### src/rtl/leb_pkg.sv
// ----------------------------------------------------------------------------
// leb_pkg
// types and constants shared by the line edit buffer modules
// ----------------------------------------------------------------------------
package leb_pkg;

    localparam int LINE_DEPTH_DEF = 64;

    // configuration register indexes
    localparam int CFG_IDX_W = 2;
    localparam logic [CFG_IDX_W-1:0] CFG_ERASE    = 2'd0;
    localparam logic [CFG_IDX_W-1:0] CFG_KILL     = 2'd1;
    localparam logic [CFG_IDX_W-1:0] CFG_LINE_END = 2'd2;

    // reset values of the configuration registers
    localparam logic [7:0] ERASE_RST    = 8'd35;
    localparam logic [7:0] KILL_RST     = 8'd64;
    localparam logic [7:0] LINE_END_RST = 8'd10;

    typedef struct packed {
        logic [7:0] in_byte;
        logic       end_of_input;
    } leb_in_t;

    typedef struct packed {
        logic [7:0] out_byte;
        logic       last_of_line;
        logic       line_empty;
        logic       chars_dropped;
    } leb_out_t;

    typedef struct packed {
        logic [7:0] erase_char;
        logic [7:0] kill_char;
        logic [7:0] line_end_char;
    } leb_cfg_t;

endpackage

### src/rtl/line_edit_buffer.sv
// ----------------------------------------------------------------------------
// line_edit_buffer
// terminal line editor with erase, kill and line end characters
// ----------------------------------------------------------------------------
// Typed characters are taken one per cycle while no line is being read out
// and kept in an on-chip store of LINE_DEPTH characters; erase and kill
// characters are taken in the same way. A line end (or end_of_input) takes
// the block out of input until the line has been read out of the store's
// single read port oldest first, one character a cycle while m_ready stays
// high; an empty line gives one item with line_empty set. Characters beyond
// a full store are dropped and chars_dropped is set on every item of that
// line. The store needs no clearing after reset, and configuration writes
// are taken in any cycle but are meant to happen while the block is idle.
// ----------------------------------------------------------------------------
module line_edit_buffer #(
    parameter int LINE_DEPTH = leb_pkg::LINE_DEPTH_DEF
) (
    input  logic                          aclk,
    input  logic                          aresetn,
    input  logic                          s_valid,
    output logic                          s_ready,
    input  leb_pkg::leb_in_t              s_data,
    output logic                          m_valid,
    input  logic                          m_ready,
    output leb_pkg::leb_out_t             m_data,
    input  logic                          cfg_valid,
    output logic                          cfg_ready,
    input  logic [leb_pkg::CFG_IDX_W-1:0] cfg_index,
    input  logic [7:0]                    cfg_data
);

    localparam int AW = $clog2(LINE_DEPTH);

    leb_pkg::leb_cfg_t cfg;
    logic              mem_wr_en;
    logic [AW-1:0]     mem_wr_addr;
    logic [7:0]        mem_wr_data;
    logic              mem_rd_en;
    logic [AW-1:0]     mem_rd_addr;
    logic [7:0]        mem_rd_data;

    leb_cfg_regs u_cfg (
        .aclk      (aclk),
        .aresetn   (aresetn),
        .cfg_valid (cfg_valid),
        .cfg_ready (cfg_ready),
        .cfg_index (cfg_index),
        .cfg_data  (cfg_data),
        .cfg_out   (cfg)
    );

    leb_line_mem #(
        .LINE_DEPTH (LINE_DEPTH)
    ) u_mem (
        .aclk    (aclk),
        .wr_en   (mem_wr_en),
        .wr_addr (mem_wr_addr),
        .wr_data (mem_wr_data),
        .rd_en   (mem_rd_en),
        .rd_addr (mem_rd_addr),
        .rd_data (mem_rd_data)
    );

    leb_ctrl #(
        .LINE_DEPTH (LINE_DEPTH)
    ) u_ctrl (
        .aclk        (aclk),
        .aresetn     (aresetn),
        .cfg         (cfg),
        .s_valid     (s_valid),
        .s_ready     (s_ready),
        .s_data      (s_data),
        .m_valid     (m_valid),
        .m_ready     (m_ready),
        .m_data      (m_data),
        .mem_wr_en   (mem_wr_en),
        .mem_wr_addr (mem_wr_addr),
        .mem_wr_data (mem_wr_data),
        .mem_rd_en   (mem_rd_en),
        .mem_rd_addr (mem_rd_addr),
        .mem_rd_data (mem_rd_data)
    );

endmodule

### src/rtl/leb_cfg_regs.sv
// ----------------------------------------------------------------------------
// leb_cfg_regs
// erase, kill and line end character registers with their write port
// ----------------------------------------------------------------------------
module leb_cfg_regs (
    input  logic                             aclk,
    input  logic                             aresetn,
    input  logic                             cfg_valid,
    output logic                             cfg_ready,
    input  logic [leb_pkg::CFG_IDX_W-1:0]    cfg_index,
    input  logic [7:0]                       cfg_data,
    output leb_pkg::leb_cfg_t                cfg_out
);

    leb_pkg::leb_cfg_t cfg_reg;
    leb_pkg::leb_cfg_t cfg_next;

    assign cfg_ready = 1'b1;
    assign cfg_out   = cfg_reg;

    always_comb begin
        cfg_next = cfg_reg;
        if (cfg_valid) begin
            case (cfg_index)
                leb_pkg::CFG_ERASE:    cfg_next.erase_char    = cfg_data;
                leb_pkg::CFG_KILL:     cfg_next.kill_char     = cfg_data;
                leb_pkg::CFG_LINE_END: cfg_next.line_end_char = cfg_data;
                default: cfg_next = cfg_reg;
            endcase
        end
    end

    always_ff @(posedge aclk) begin
        if (!aresetn) begin
            cfg_reg.erase_char    <= leb_pkg::ERASE_RST;
            cfg_reg.kill_char     <= leb_pkg::KILL_RST;
            cfg_reg.line_end_char <= leb_pkg::LINE_END_RST;
        end else begin
            cfg_reg <= cfg_next;
        end
    end

endmodule

### src/rtl/leb_line_mem.sv
// ----------------------------------------------------------------------------
// leb_line_mem
// character store, one write port, one read port with registered data
// ----------------------------------------------------------------------------
module leb_line_mem #(
    parameter int LINE_DEPTH = leb_pkg::LINE_DEPTH_DEF
) (
    input  logic                          aclk,
    input  logic                          wr_en,
    input  logic [$clog2(LINE_DEPTH)-1:0] wr_addr,
    input  logic [7:0]                    wr_data,
    input  logic                          rd_en,
    input  logic [$clog2(LINE_DEPTH)-1:0] rd_addr,
    output logic [7:0]                    rd_data
);

    logic [7:0] mem [LINE_DEPTH];
    logic [7:0] rd_data_reg;

    assign rd_data = rd_data_reg;

    always_ff @(posedge aclk) begin
        if (wr_en) begin
            mem[wr_addr] <= wr_data;
        end
    end

    // read data holds until the next read
    always_ff @(posedge aclk) begin
        if (rd_en) begin
            rd_data_reg <= mem[rd_addr];
        end
    end

endmodule

### src/rtl/leb_ctrl.sv
// ----------------------------------------------------------------------------
// leb_ctrl
// edit decode, fill count and line readout sequencer with output register
// ----------------------------------------------------------------------------
module leb_ctrl #(
    parameter int LINE_DEPTH = leb_pkg::LINE_DEPTH_DEF
) (
    input  logic                          aclk,
    input  logic                          aresetn,
    input  leb_pkg::leb_cfg_t             cfg,
    input  logic                          s_valid,
    output logic                          s_ready,
    input  leb_pkg::leb_in_t              s_data,
    output logic                          m_valid,
    input  logic                          m_ready,
    output leb_pkg::leb_out_t             m_data,
    output logic                          mem_wr_en,
    output logic [$clog2(LINE_DEPTH)-1:0] mem_wr_addr,
    output logic [7:0]                    mem_wr_data,
    output logic                          mem_rd_en,
    output logic [$clog2(LINE_DEPTH)-1:0] mem_rd_addr,
    input  logic [7:0]                    mem_rd_data
);

    localparam int AW = $clog2(LINE_DEPTH);
    localparam int CW = $clog2(LINE_DEPTH + 1);

    localparam logic ST_IDLE  = 1'b0;
    localparam logic ST_FLUSH = 1'b1;

    logic              state_reg,      state_next;
    logic [CW-1:0]     fill_reg,       fill_next;
    logic              ovf_reg,        ovf_next;
    logic              drop_reg,       drop_next;
    logic [CW-1:0]     rd_idx_reg,     rd_idx_next;
    logic              rd_pending_reg, rd_pending_next;
    logic              rd_last_reg,    rd_last_next;
    logic              m_valid_reg,    m_valid_next;
    leb_pkg::leb_out_t out_reg,        out_next;

    logic out_free;
    logic is_end;
    logic mv;
    logic issue;

    assign s_ready     = (state_reg == ST_IDLE);
    assign m_valid     = m_valid_reg;
    assign m_data      = out_reg;
    assign mem_wr_addr = fill_reg[AW-1:0];
    assign mem_wr_data = s_data.in_byte;
    assign mem_rd_addr = rd_idx_reg[AW-1:0];

    assign out_free = !m_valid_reg || m_ready;
    assign is_end   = s_data.end_of_input || (s_data.in_byte == cfg.line_end_char);
    // move read data into the output register, and start the next read
    assign mv       = (state_reg == ST_FLUSH) && rd_pending_reg && out_free;
    assign issue    = (state_reg == ST_FLUSH) && (fill_reg != '0)
                      && (rd_idx_reg != fill_reg) && (!rd_pending_reg || mv);

    always_comb begin
        state_next      = state_reg;
        fill_next       = fill_reg;
        ovf_next        = ovf_reg;
        drop_next       = drop_reg;
        rd_idx_next     = rd_idx_reg;
        rd_pending_next = rd_pending_reg;
        rd_last_next    = rd_last_reg;
        out_next        = out_reg;
        m_valid_next    = m_valid_reg && !m_ready;
        mem_wr_en       = 1'b0;
        mem_rd_en       = 1'b0;

        case (state_reg)
            ST_IDLE: begin
                if (s_valid) begin
                    if (is_end) begin
                        state_next  = ST_FLUSH;
                        drop_next   = ovf_reg;
                        ovf_next    = 1'b0;
                        rd_idx_next = '0;
                    end else if (s_data.in_byte == cfg.erase_char) begin
                        if (fill_reg != '0) begin
                            fill_next = fill_reg - CW'(1);
                        end
                    end else if (s_data.in_byte == cfg.kill_char) begin
                        fill_next = '0;
                    end else if (fill_reg < CW'(LINE_DEPTH)) begin
                        mem_wr_en = 1'b1;
                        fill_next = fill_reg + CW'(1);
                    end else begin
                        ovf_next = 1'b1;
                    end
                end
            end
            ST_FLUSH: begin
                if (fill_reg == '0) begin
                    // empty line gives a single flagged item
                    if (out_free) begin
                        out_next.out_byte      = 8'h00;
                        out_next.last_of_line  = 1'b1;
                        out_next.line_empty    = 1'b1;
                        out_next.chars_dropped = drop_reg;
                        m_valid_next           = 1'b1;
                        state_next             = ST_IDLE;
                    end
                end else begin
                    if (mv) begin
                        out_next.out_byte      = mem_rd_data;
                        out_next.last_of_line  = rd_last_reg;
                        out_next.line_empty    = 1'b0;
                        out_next.chars_dropped = drop_reg;
                        m_valid_next           = 1'b1;
                        rd_pending_next        = 1'b0;
                        if (rd_last_reg) begin
                            state_next = ST_IDLE;
                            fill_next  = '0;
                        end
                    end
                    if (issue) begin
                        mem_rd_en       = 1'b1;
                        rd_idx_next     = rd_idx_reg + CW'(1);
                        rd_pending_next = 1'b1;
                        rd_last_next    = ((rd_idx_reg + CW'(1)) == fill_reg);
                    end
                end
            end
            default: begin
                state_next = ST_IDLE;
            end
        endcase
    end

    always_ff @(posedge aclk) begin
        if (!aresetn) begin
            state_reg      <= ST_IDLE;
            fill_reg       <= '0;
            ovf_reg        <= 1'b0;
            rd_pending_reg <= 1'b0;
            m_valid_reg    <= 1'b0;
        end else begin
            state_reg      <= state_next;
            fill_reg       <= fill_next;
            ovf_reg        <= ovf_next;
            rd_pending_reg <= rd_pending_next;
            m_valid_reg    <= m_valid_next;
        end
    end

    always_ff @(posedge aclk) begin
        drop_reg    <= drop_next;
        rd_idx_reg  <= rd_idx_next;
        rd_last_reg <= rd_last_next;
        out_reg     <= out_next;
    end

endmodule

### config.mk
export PLATFORM = sky130hd
export DESIGN_NAME = line_edit_buffer
export DESIGN_NICKNAME = d
export VERILOG_FILES = /design/src/rtl/leb_pkg.sv /design/src/rtl/line_edit_buffer.sv /design/src/rtl/leb_cfg_regs.sv /design/src/rtl/leb_line_mem.sv /design/src/rtl/leb_ctrl.sv
export SDC_FILE = /design/constraint.sdc
export NUM_CORES = 1
export LEC_CHECK = 0
export BUFFER_PORTS_ARGS = -buffer_cell sky130_fd_sc_hd__buf_2
export CELL_PAD_IN_SITES_DETAIL_PLACEMENT = 0
export CELL_PAD_IN_SITES_GLOBAL_PLACEMENT = 2
export CORE_ASPECT_RATIO = 1.75
export CORE_MARGIN = 5
export CORE_UTILIZATION = 53
export CTS_CLUSTER_SIZE = 40
export DETAILED_ROUTE_END_ITERATION = 8
export PLACE_DENSITY_LB_ADDON = 0.1
export SLEW_MARGIN = 20
export SYNTH_ARGS = -nofsm -noshare
export SYNTH_HDL_FRONTEND = slang
export SYNTH_SLANG_ARGS = --single-unit
### constraint.sdc
create_clock -name aclk -period 4.8 [get_ports aclk]
set_clock_uncertainty 0.05 [all_clocks]
set_input_delay 0.96 -clock aclk [delete_from_list [all_inputs] [get_ports aclk]]
set_output_delay 0.96 -clock aclk [all_outputs]
set_load 0.1 [all_outputs]
Word-level counts from Yosys, hierarchy flattened
Memories as Yosys holds them, arrays and structs flattened. A register that Yosys moved wholly into a read port is not among the register bits.
Cells that the tools add are included.
- memories kept: 1
- input port bits: 24
- word-level logic and storage cells: 115
- memory bits (writable): 512
- flip-flop bits (word level): 55
- magnitude comparators: 1
- multiplexer cells: 46
- reductions and logical operators: 27
- eq/ne operators: 20
- bitwise gates (word level): 2
- $add $sub $neg: 3
- memories (memory ; depth ; bits a word ; rd ports ; clocked after Yosys merged registers in ; wr ports ; line ; source):
    u_mem.mem ; 64 ; 8 ; 1 ; 1 ; 1 ; leb_line_mem.sv:17 ; logic [7:0] mem [LINE_DEPTH];
- operators by type and width (cell ; number):
    $mux W7 ; 13
    $mux W11 ; 3
    $pmux W7 S2 ; 2
    $mux W1 ; 27
    $eq A8 B8 Y1 ; 3
    $add A7 B1 Y7 const B ; 2
    $ne A2 B2 Y1 const B ; 6
    $reduce_and A3 Y1 ; 4
    $ne A2 B1 Y1 const B ; 5
    $eq A7 B7 Y1 ; 1
    $logic_not A7 Y1 ; 1
    $lt A7 B7 Y1 const B ; 1
    $ne A7 B7 Y1 ; 1
    $reduce_and A7 Y1 ; 1
    $reduce_bool A7 Y1 ; 1
    $sub A7 B1 Y7 const B ; 1
    $logic_and A1 B1 Y1 ; 6
    $reduce_and A2 Y1 ; 3
    $reduce_and A5 Y1 ; 1
    $ne A4 B1 Y1 const B ; 1
    $reduce_and A4 Y1 ; 1
    $reduce_bool A2 Y1 ; 2
    $logic_not A1 Y1 ; 3
    $logic_or A1 B1 Y1 ; 3
    other kinds (6) ; 7

Depth between registers and ports, before layout
Gate-level depths: netlist of run 1.
- word-level depth: 9
- mapped depth: 10
- mapped depth without buffers: 8

Modules after synthesis
From an unflattened synthesis of run 1, not the netlist that was laid out.
- cell total of the unflattened synthesis: 1275
- area total of the unflattened synthesis: 23413.7 um2
- modules (own cells, without submodules) (module ; cells an instance ; area an instance (um2) ; sequential area each (um2) ; instances):
    leb_line_mem ; 940 ; 20246.9 ; 15615.0 ; 1
    leb_ctrl ; 239 ; 2204.6 ; 820.8 ; 1
    leb_cfg_regs ; 96 ; 962.2 ; 480.5 ; 1

Least setup slack after synthesis of run 1
OpenSTA, ideal clock, no wires.
- path type: input to register
- start point: input port s_data[2] in the netlist's numbering
- end point: memory u_mem.mem[59][0] (enable)
- setup slack: 1.367 ns
- data arrival time: 3.012 ns
- buffers on the path: 2
- stages: 8
- cells stage by stage: xor2_1 -> nor4_2 -> and2_1 -> buf_6 -> or4_4 -> or4_4 -> buf_6 -> nor2_1
- word-level cells in the longest chain between the ends: 8
- elaborated cells between the ends (all ways): 11
- those cells by class: 3 x eq/ne; 7 x mux; 1 x reduce/logical
- RTL lines (item ; line ; source):
    start, declared ; line_edit_buffer.sv:22 ; input leb_pkg::leb_in_t s_data,
    $eq A8 B8 Y1 ; leb_ctrl.sv:85 ; end else if (s_data.in_byte == cfg.kill_char) begin
    $mux W1 ; leb_ctrl.sv:85 ;
    $mux W1 ; leb_ctrl.sv:81 ; end else if (s_data.in_byte == cfg.erase_char) begin
    $mux W1 * ; leb_ctrl.sv:76 ; if (is_end) begin
    $mux W1 * ; leb_ctrl.sv:75 ; if (s_valid) begin
    $mux W1 * ; leb_ctrl.sv:73 ; case (state_reg)
    $mux W1 * ; leb_line_mem.sv:23 ; if (wr_en) begin
    $mux W1 (not written as such) * ; leb_line_mem.sv:24 ; mem[wr_addr] <= wr_data;
    end, declared ; leb_line_mem.sv:17 ;
Mark *: on every way between the ends. The rest lies on a longest branch, timed or not.

Final worst setup path of run 1
- start point: input port s_data[7] in the netlist's numbering
- end point: memory u_mem.mem[46][0] (enable)
Same word-level chain as after synthesis.

==> reports/metrics.cfg, run 1 <==
[global_routing]
grt.met3_usage_pct=2.52
antenna_found_initial=2
grt_max_degree=87
use_met2_pct=43.3
grt_overflow=0
grt.total_usage_pct=22.8
grt_pass1_wl_um=80300
grt_util_met1_pct=26.9
grt_pass1_vias=11900
grt.busiest_layer=met2

[route]
drtIter0Drc=942
vias=11300
routed_via_density=6.00
wirelength_um=53900
dr.pass1.iters=5
wl_per_cell_um=28.6
ant_nets=0
route.detailed.drc=0

[place]
dp_slack_ns=0.530
placed_cells=1793
io_buffers=36
dpl_cell_area_um2=24000
place_congestion=0.872
dpl.hpwl_um=36000

[power]
leakage_uw=0.00811
vdd_drop_max_uv=325
p_clk_share_pct=37.3
seq_power_share_pct=56.4
comb_power_share_pct=6.3
p_per_area_nw_per_um2=386
cell_internal_pwr_uw=7700
p_sw_share_pct=21.7
p_sw_uw=2130

[yosys]
yosys.area.top_type_share_pct=70.2
ys_seq_elements=575
syn_inst=1220
synth_area_um2=23100
syn-num-nets=1248
yosys_warnings=0
seq_area_frac_synth_pct=73.3
synth_ff_type=edfxtp_1
synth_edf_count=540
synth_cell_types=52
yosysMostFrequentCell=edfxtp_1
syn_area_per_cell_um2=18.9
netlist_top_cells_count=540 x edfxtp_1, 128 x mux4_2, 87 x nor2_1
synthTopCellsByArea=edfxtp_1 70%, mux4_2 12%, dfxtp_1 3.0%
synthArstFlopShare_pct=0
synth_top_area_cell=edfxtp_1

[sta]
relSlewSlack_pct=26.8
post-route-min-period_ns=3.64
rsz0062_at_grt=no
worst_slack_ns=1.16
fin_tns_setup_ns=0
hold_viol=0
layout_worst_path_cycle_share_pct=75.7
setup_viol=0
timing.fmax_mhz=275
tightest_slew_ns=1.10
slew_violations=0

[floorplan]
num_rows=101
die_y_um=286
die_w_um=168
die-area_um2=48000
start_util_pct=53.4
design.core.area_um2=43200
ios=38

[setup_path]
path_buf_inv=1
slowest_delay_ns=0.69
path_cells=buf_2, xor2_1, nor4_2, and2_1, or4_4, or3_1, nor2_1
reg2reg_depth=6
cp_slowest_cell=or3_1
critPathRequiredTime_ns=4.95
worstSetupStartpointType=input pin
arrival_ns=3.78
critPathTopFamily=simple AND/OR/NAND/NOR gates
end_kind=flop
crit_type=in2reg
cp_max_fo=16
cp.depth=7

[job]
maxCapViolations=0

[cells_and_area]
final_area_um2=25500
area_growth_pct=10.3
instances_no_fill=1884
nets=1306
largest_reg_flops=512
regMostFlops=u_mem.mem
drive_gt1_share_pct=21.9

[clock_tree]
cts_resized=0
postCtsSetupBuffers=0
cts_made_buffers=49
htreeDepth=2
hold_buffers=0
cts_root_buf=clkbuf_16
ctsLongestPathBuffers=3
worstSkewPairLatency_ns=0.58
clk_pin_slew_ns=0.07
cts.sinks=575
cts_tree=done

[min_path]
hold_depth=0
hp-class=reg2reg

[run_status]
status=finished, final reports clean

-- layer usage --
layer,vias to the layer above,wire length (um)
met5,-,0
met4,0,1860
met2,288,30700
li1,5052,-
met3,92,2030
met1,5878,19400
-- final timing paths --
path	start	end	slack, ns
worst max-delay path	s_data[7]	u_mem.mem[46][0]	1.16
worst min-delay path	u_ctrl.ovf_reg	u_ctrl.drop_reg	0.39
worst max register to register	u_cfg.cfg_out[21]	u_mem.mem[46][0]	1.55
worst min register to register	u_ctrl.ovf_reg	u_ctrl.drop_reg	0.39
-- logic make-up (layout without fill, tap and decap cells) --
family | Yosys count | count (layout) | share of synthesized area (%)
fa+ha+maj | 4 | 4 | 0.217
buf+inv | 83 | 180 | 1.65
xor+xnor | 40 | 40 | 1.52
simple gates | 216 | 216 | 4.64
other cells | 1 | 2 | 0.0162
flops | 575 | 575 | 73.3
compound gates | 109 | 109 | 3.44
mux | 192 | 192 | 15.3
-- layout by cell type, fill, tap and decap left out, drive strengths merged, types with 14 or more instances in the layout --
| cell | n |
|---|---|
| mux2i | 64 |
| mux4 | 128 |
| nor2b | 30 |
| edfxtp | 540 |
| clkbuf | 57 |
| nand2 | 33 |
| and2 | 14 |
| dfxtp | 35 |
| clkinv | 31 |
| xor2 | 16 |
| nor2 | 87 |
| nand4 | 14 |
| a21oi | 22 |
| xnor2 | 24 |
| o221ai | 17 |
| buf | 81 |
-- power groups by stage --
| stage | clock network (uW) | logic [uW] | registers [uW] |
|---|---|---|---|
| after global routing | 3960 | 664 | 5540 |
| after floorplan | 0 | 365 | 5660 |
| final | 3670 | 623 | 5540 |
| after global placement | 0 | 629 | 5650 |
| after CTS | 3740 | 636 | 5540 |
| after detailed placement | 0 | 634 | 5650 |
-- layout make-up --
type	instances	area, um2
fillers	3292	17700
flip-flops and latches	575	16900
multi-input cells	562	5790
clock buffers	57	1280
well taps	566	708
repair buffers	81	556
clock inverters	33	193
inverters	9	33.8
diodes	1	2.50
-- metrics by stage --
stage | utilization (%) | hold WS (ns) | total power [uW]
floorplan | - | 0.350 | 6020
global placement | 55.5 | 0.371 | 6280
detailed placement | 55.5 | 0.377 | 6280
CTS | 58.9 | 0.392 | 9920
global route | 58.9 | 0.413 | 10200
finish | 59.0 | 0.393 | 9830
Power figures use the tool's default switching activity.
==> run 2, diff against run 1 <==
--- a/config.mk
+++ b/config.mk
@@ -10,7 +10,7 @@
 export CELL_PAD_IN_SITES_GLOBAL_PLACEMENT = 2
 export CORE_ASPECT_RATIO = 1.75
 export CORE_MARGIN = 5
-export CORE_UTILIZATION = 53
+export CORE_UTILIZATION = 44
 export CTS_CLUSTER_SIZE = 40
 export DETAILED_ROUTE_END_ITERATION = 8
 export PLACE_DENSITY_LB_ADDON = 0.1
==> constraint.sdc (replaced) <==
create_clock -name aclk -period 3.1 [get_ports aclk]
set_clock_uncertainty 0.05 [all_clocks]
set_input_delay 0.62 -clock aclk [delete_from_list [all_inputs] [get_ports aclk]]
set_output_delay 0.62 -clock aclk [all_outputs]
set_load 0.1 [all_outputs]
==> run 2 against run 1 <==
Sequential power up 55%. Design area is 5.2% higher. Die area rose by 19%. Via count grew 3.8%. First-iteration DRC count down 11%. Critical endpoint is now u_mem.rd_data[1]. Highest routed layer unchanged.
==> reports/metrics.cfg, run 2 (synthesized netlist as in run 1, its figures left out) <==
[sta]
post-route-min-period_ns=2.89
rsz0062_at_grt=no
hold_slack_ns=0.252
tightest_slew_ns=0.893
relSlewSlack_pct=40.4
layout_worst_path_cycle_share_pct=93.1
setup_viol=0
hold_viol=0
timing.fmax_mhz=347
slew_violations=0

[global_routing]
grt_pass1_wl_um=85600
grt_overflow=0
grt.total_usage_pct=20.6
grt_pass1_vias=12400
antenna_found_initial=0
grt_max_degree=65

[floorplan]
die_y_um=313
num_rows=111
die_w_um=183
start_util_pct=44.2
die-area_um2=57300
design.core.area_um2=52200
ios=38

[route]
wirelength_um=58900
drtIter0Drc=841
vias=11700
routed_via_density=5.57
wl_per_cell_um=28.0
ant_nets=0
route.detailed.drc=0
dr.pass1.iters=5

[clock_tree]
cts_tree=done
cts_root_buf=clkbuf_16
postCtsSetupBuffers=0
clk_pin_slew_ns=0.06
worstSkewPairLatency_ns=0.58
hold_buffers=0
ctsLongestPathBuffers=3
cts_resized=0
cts_made_buffers=52
cts.sinks=575
htreeDepth=2

[setup_path]
worstSetupStartpointType=flop
arrival_ns=3.15
crit_type=reg2reg
critPathRequiredTime_ns=3.37
cp_max_fo=20
end_kind=flop

[power]
seq_power_share_pct=52.5
vdd_drop_max_uv=466
power_uw=16300
p_per_area_nw_per_um2=608
cell_internal_pwr_uw=12800
leakage_uw=0.00882
p_clk_share_pct=40.8
p_sw_share_pct=21.3
comb_power_share_pct=6.6
p_sw_uw=3470

[cells_and_area]
drive_gt1_share_pct=28.0
instances_no_fill=2107
layout_commonest_cell=edfxtp_1
nets=1414
area_growth_pct=16.1
final_util_pct=51.3
mostFrequentLayoutCells=540 x edfxtp_1, 138 x buf_4, 128 x mux4_2, 87 x nor2_1, 64 x mux2i_1
largest_reg_flops=512
regMostFlops=u_mem.mem

[job]
maxCapViolations=0

[min_path]
hp-class=in2reg

[place]
dpl.hpwl_um=40300
io_buffers=36
placed_cells=2010
place_congestion=0.842

[run_status]
status=finished, final reports clean

-- run 2: cell types whose count changed in the layout (fill, tap and decap cells not counted), sizes merged --
cell      before  now
buf           81  186
clkinv        31   22
bufinv         1    9
clkbuf        57   62
clkinvlp       2    3
inv            8    9
-- run 2: path summary, 6_finish.rpt --
| kind | from | to | slack (ns) | cells after the start |
|---|---|---|---|---|
| hold reg to reg | u_ctrl.ovf_reg | u_ctrl.drop_reg | 0.40 | 0 |
| setup / recovery | u_ctrl.rd_idx_reg[0] | u_mem.rd_data[1] | 0.21 | 6 |
| setup reg to reg | u_ctrl.rd_idx_reg[0] | u_mem.rd_data[1] | 0.21 | 6 |
| hold / removal | cfg_data[6] | u_cfg.cfg_out[14] | 0.25 | 3 |
-- run 2: cell type report --
cell class / instances / area, um2
clock inverters: 34 / 400
clock buffers: 62 / 1360
well taps: 678 / 848
diodes: 1 / 2.50
flip-flops and latches: 575 / 16900
fillers: 4362 / 25400
repair buffers: 186 / 1460
inverters: 9 / 33.8
multi-input cells: 562 / 5790
-- run 2: through the flow --
step / worst slack, ns / setup TNS, ns / instance area, um2
after global placement: -0.0812 / -11.90 / 25000
after global routing: 0.128 / 0 / 26800
after detailed placement: -0.0813 / -10.89 / 25000
after floorplan: 0.00687 / 0 / 23100
final: 0.215 / 0 / 26800
after CTS: 0.172 / 0 / 26800
-- run 2: routing by layer --
| layer | global-route usage, % | part of all wire [%] | up-vias |
|---|---|---|---|
| met5 | 0 | 0 | - |
| met4 | 6.54 | 3.1 | 0 |
| met3 | 2.06 | 3.1 | 85 |
| met2 | 38.9 | 56 | 257 |
| met1 | 24.5 | 37 | 6119 |
| li1 | - | - | 5279 |
-- run 2: critical path, stage by stage (launching register included) --
cell      delay, ns
edfxtp_1       0.45
buf_12         0.23
buf_12         0.19
mux4_2         0.54
a22o_1         0.29
a221o_1        0.31
mux4_2         0.50
-- run 2: power by group through the flow --
stage / sequential (uW) / combinational [uW] / clock (uW)
2_1_floorplan: 8760 / 565 / 0
3_3_place_gp: 8720 / 1100 / 0
3_5_place_dp: 8720 / 1110 / 0
4_1_cts: 8560 / 1110 / 6800
5_1_grt: 8550 / 1150 / 7090
6_report: 8560 / 1080 / 6650
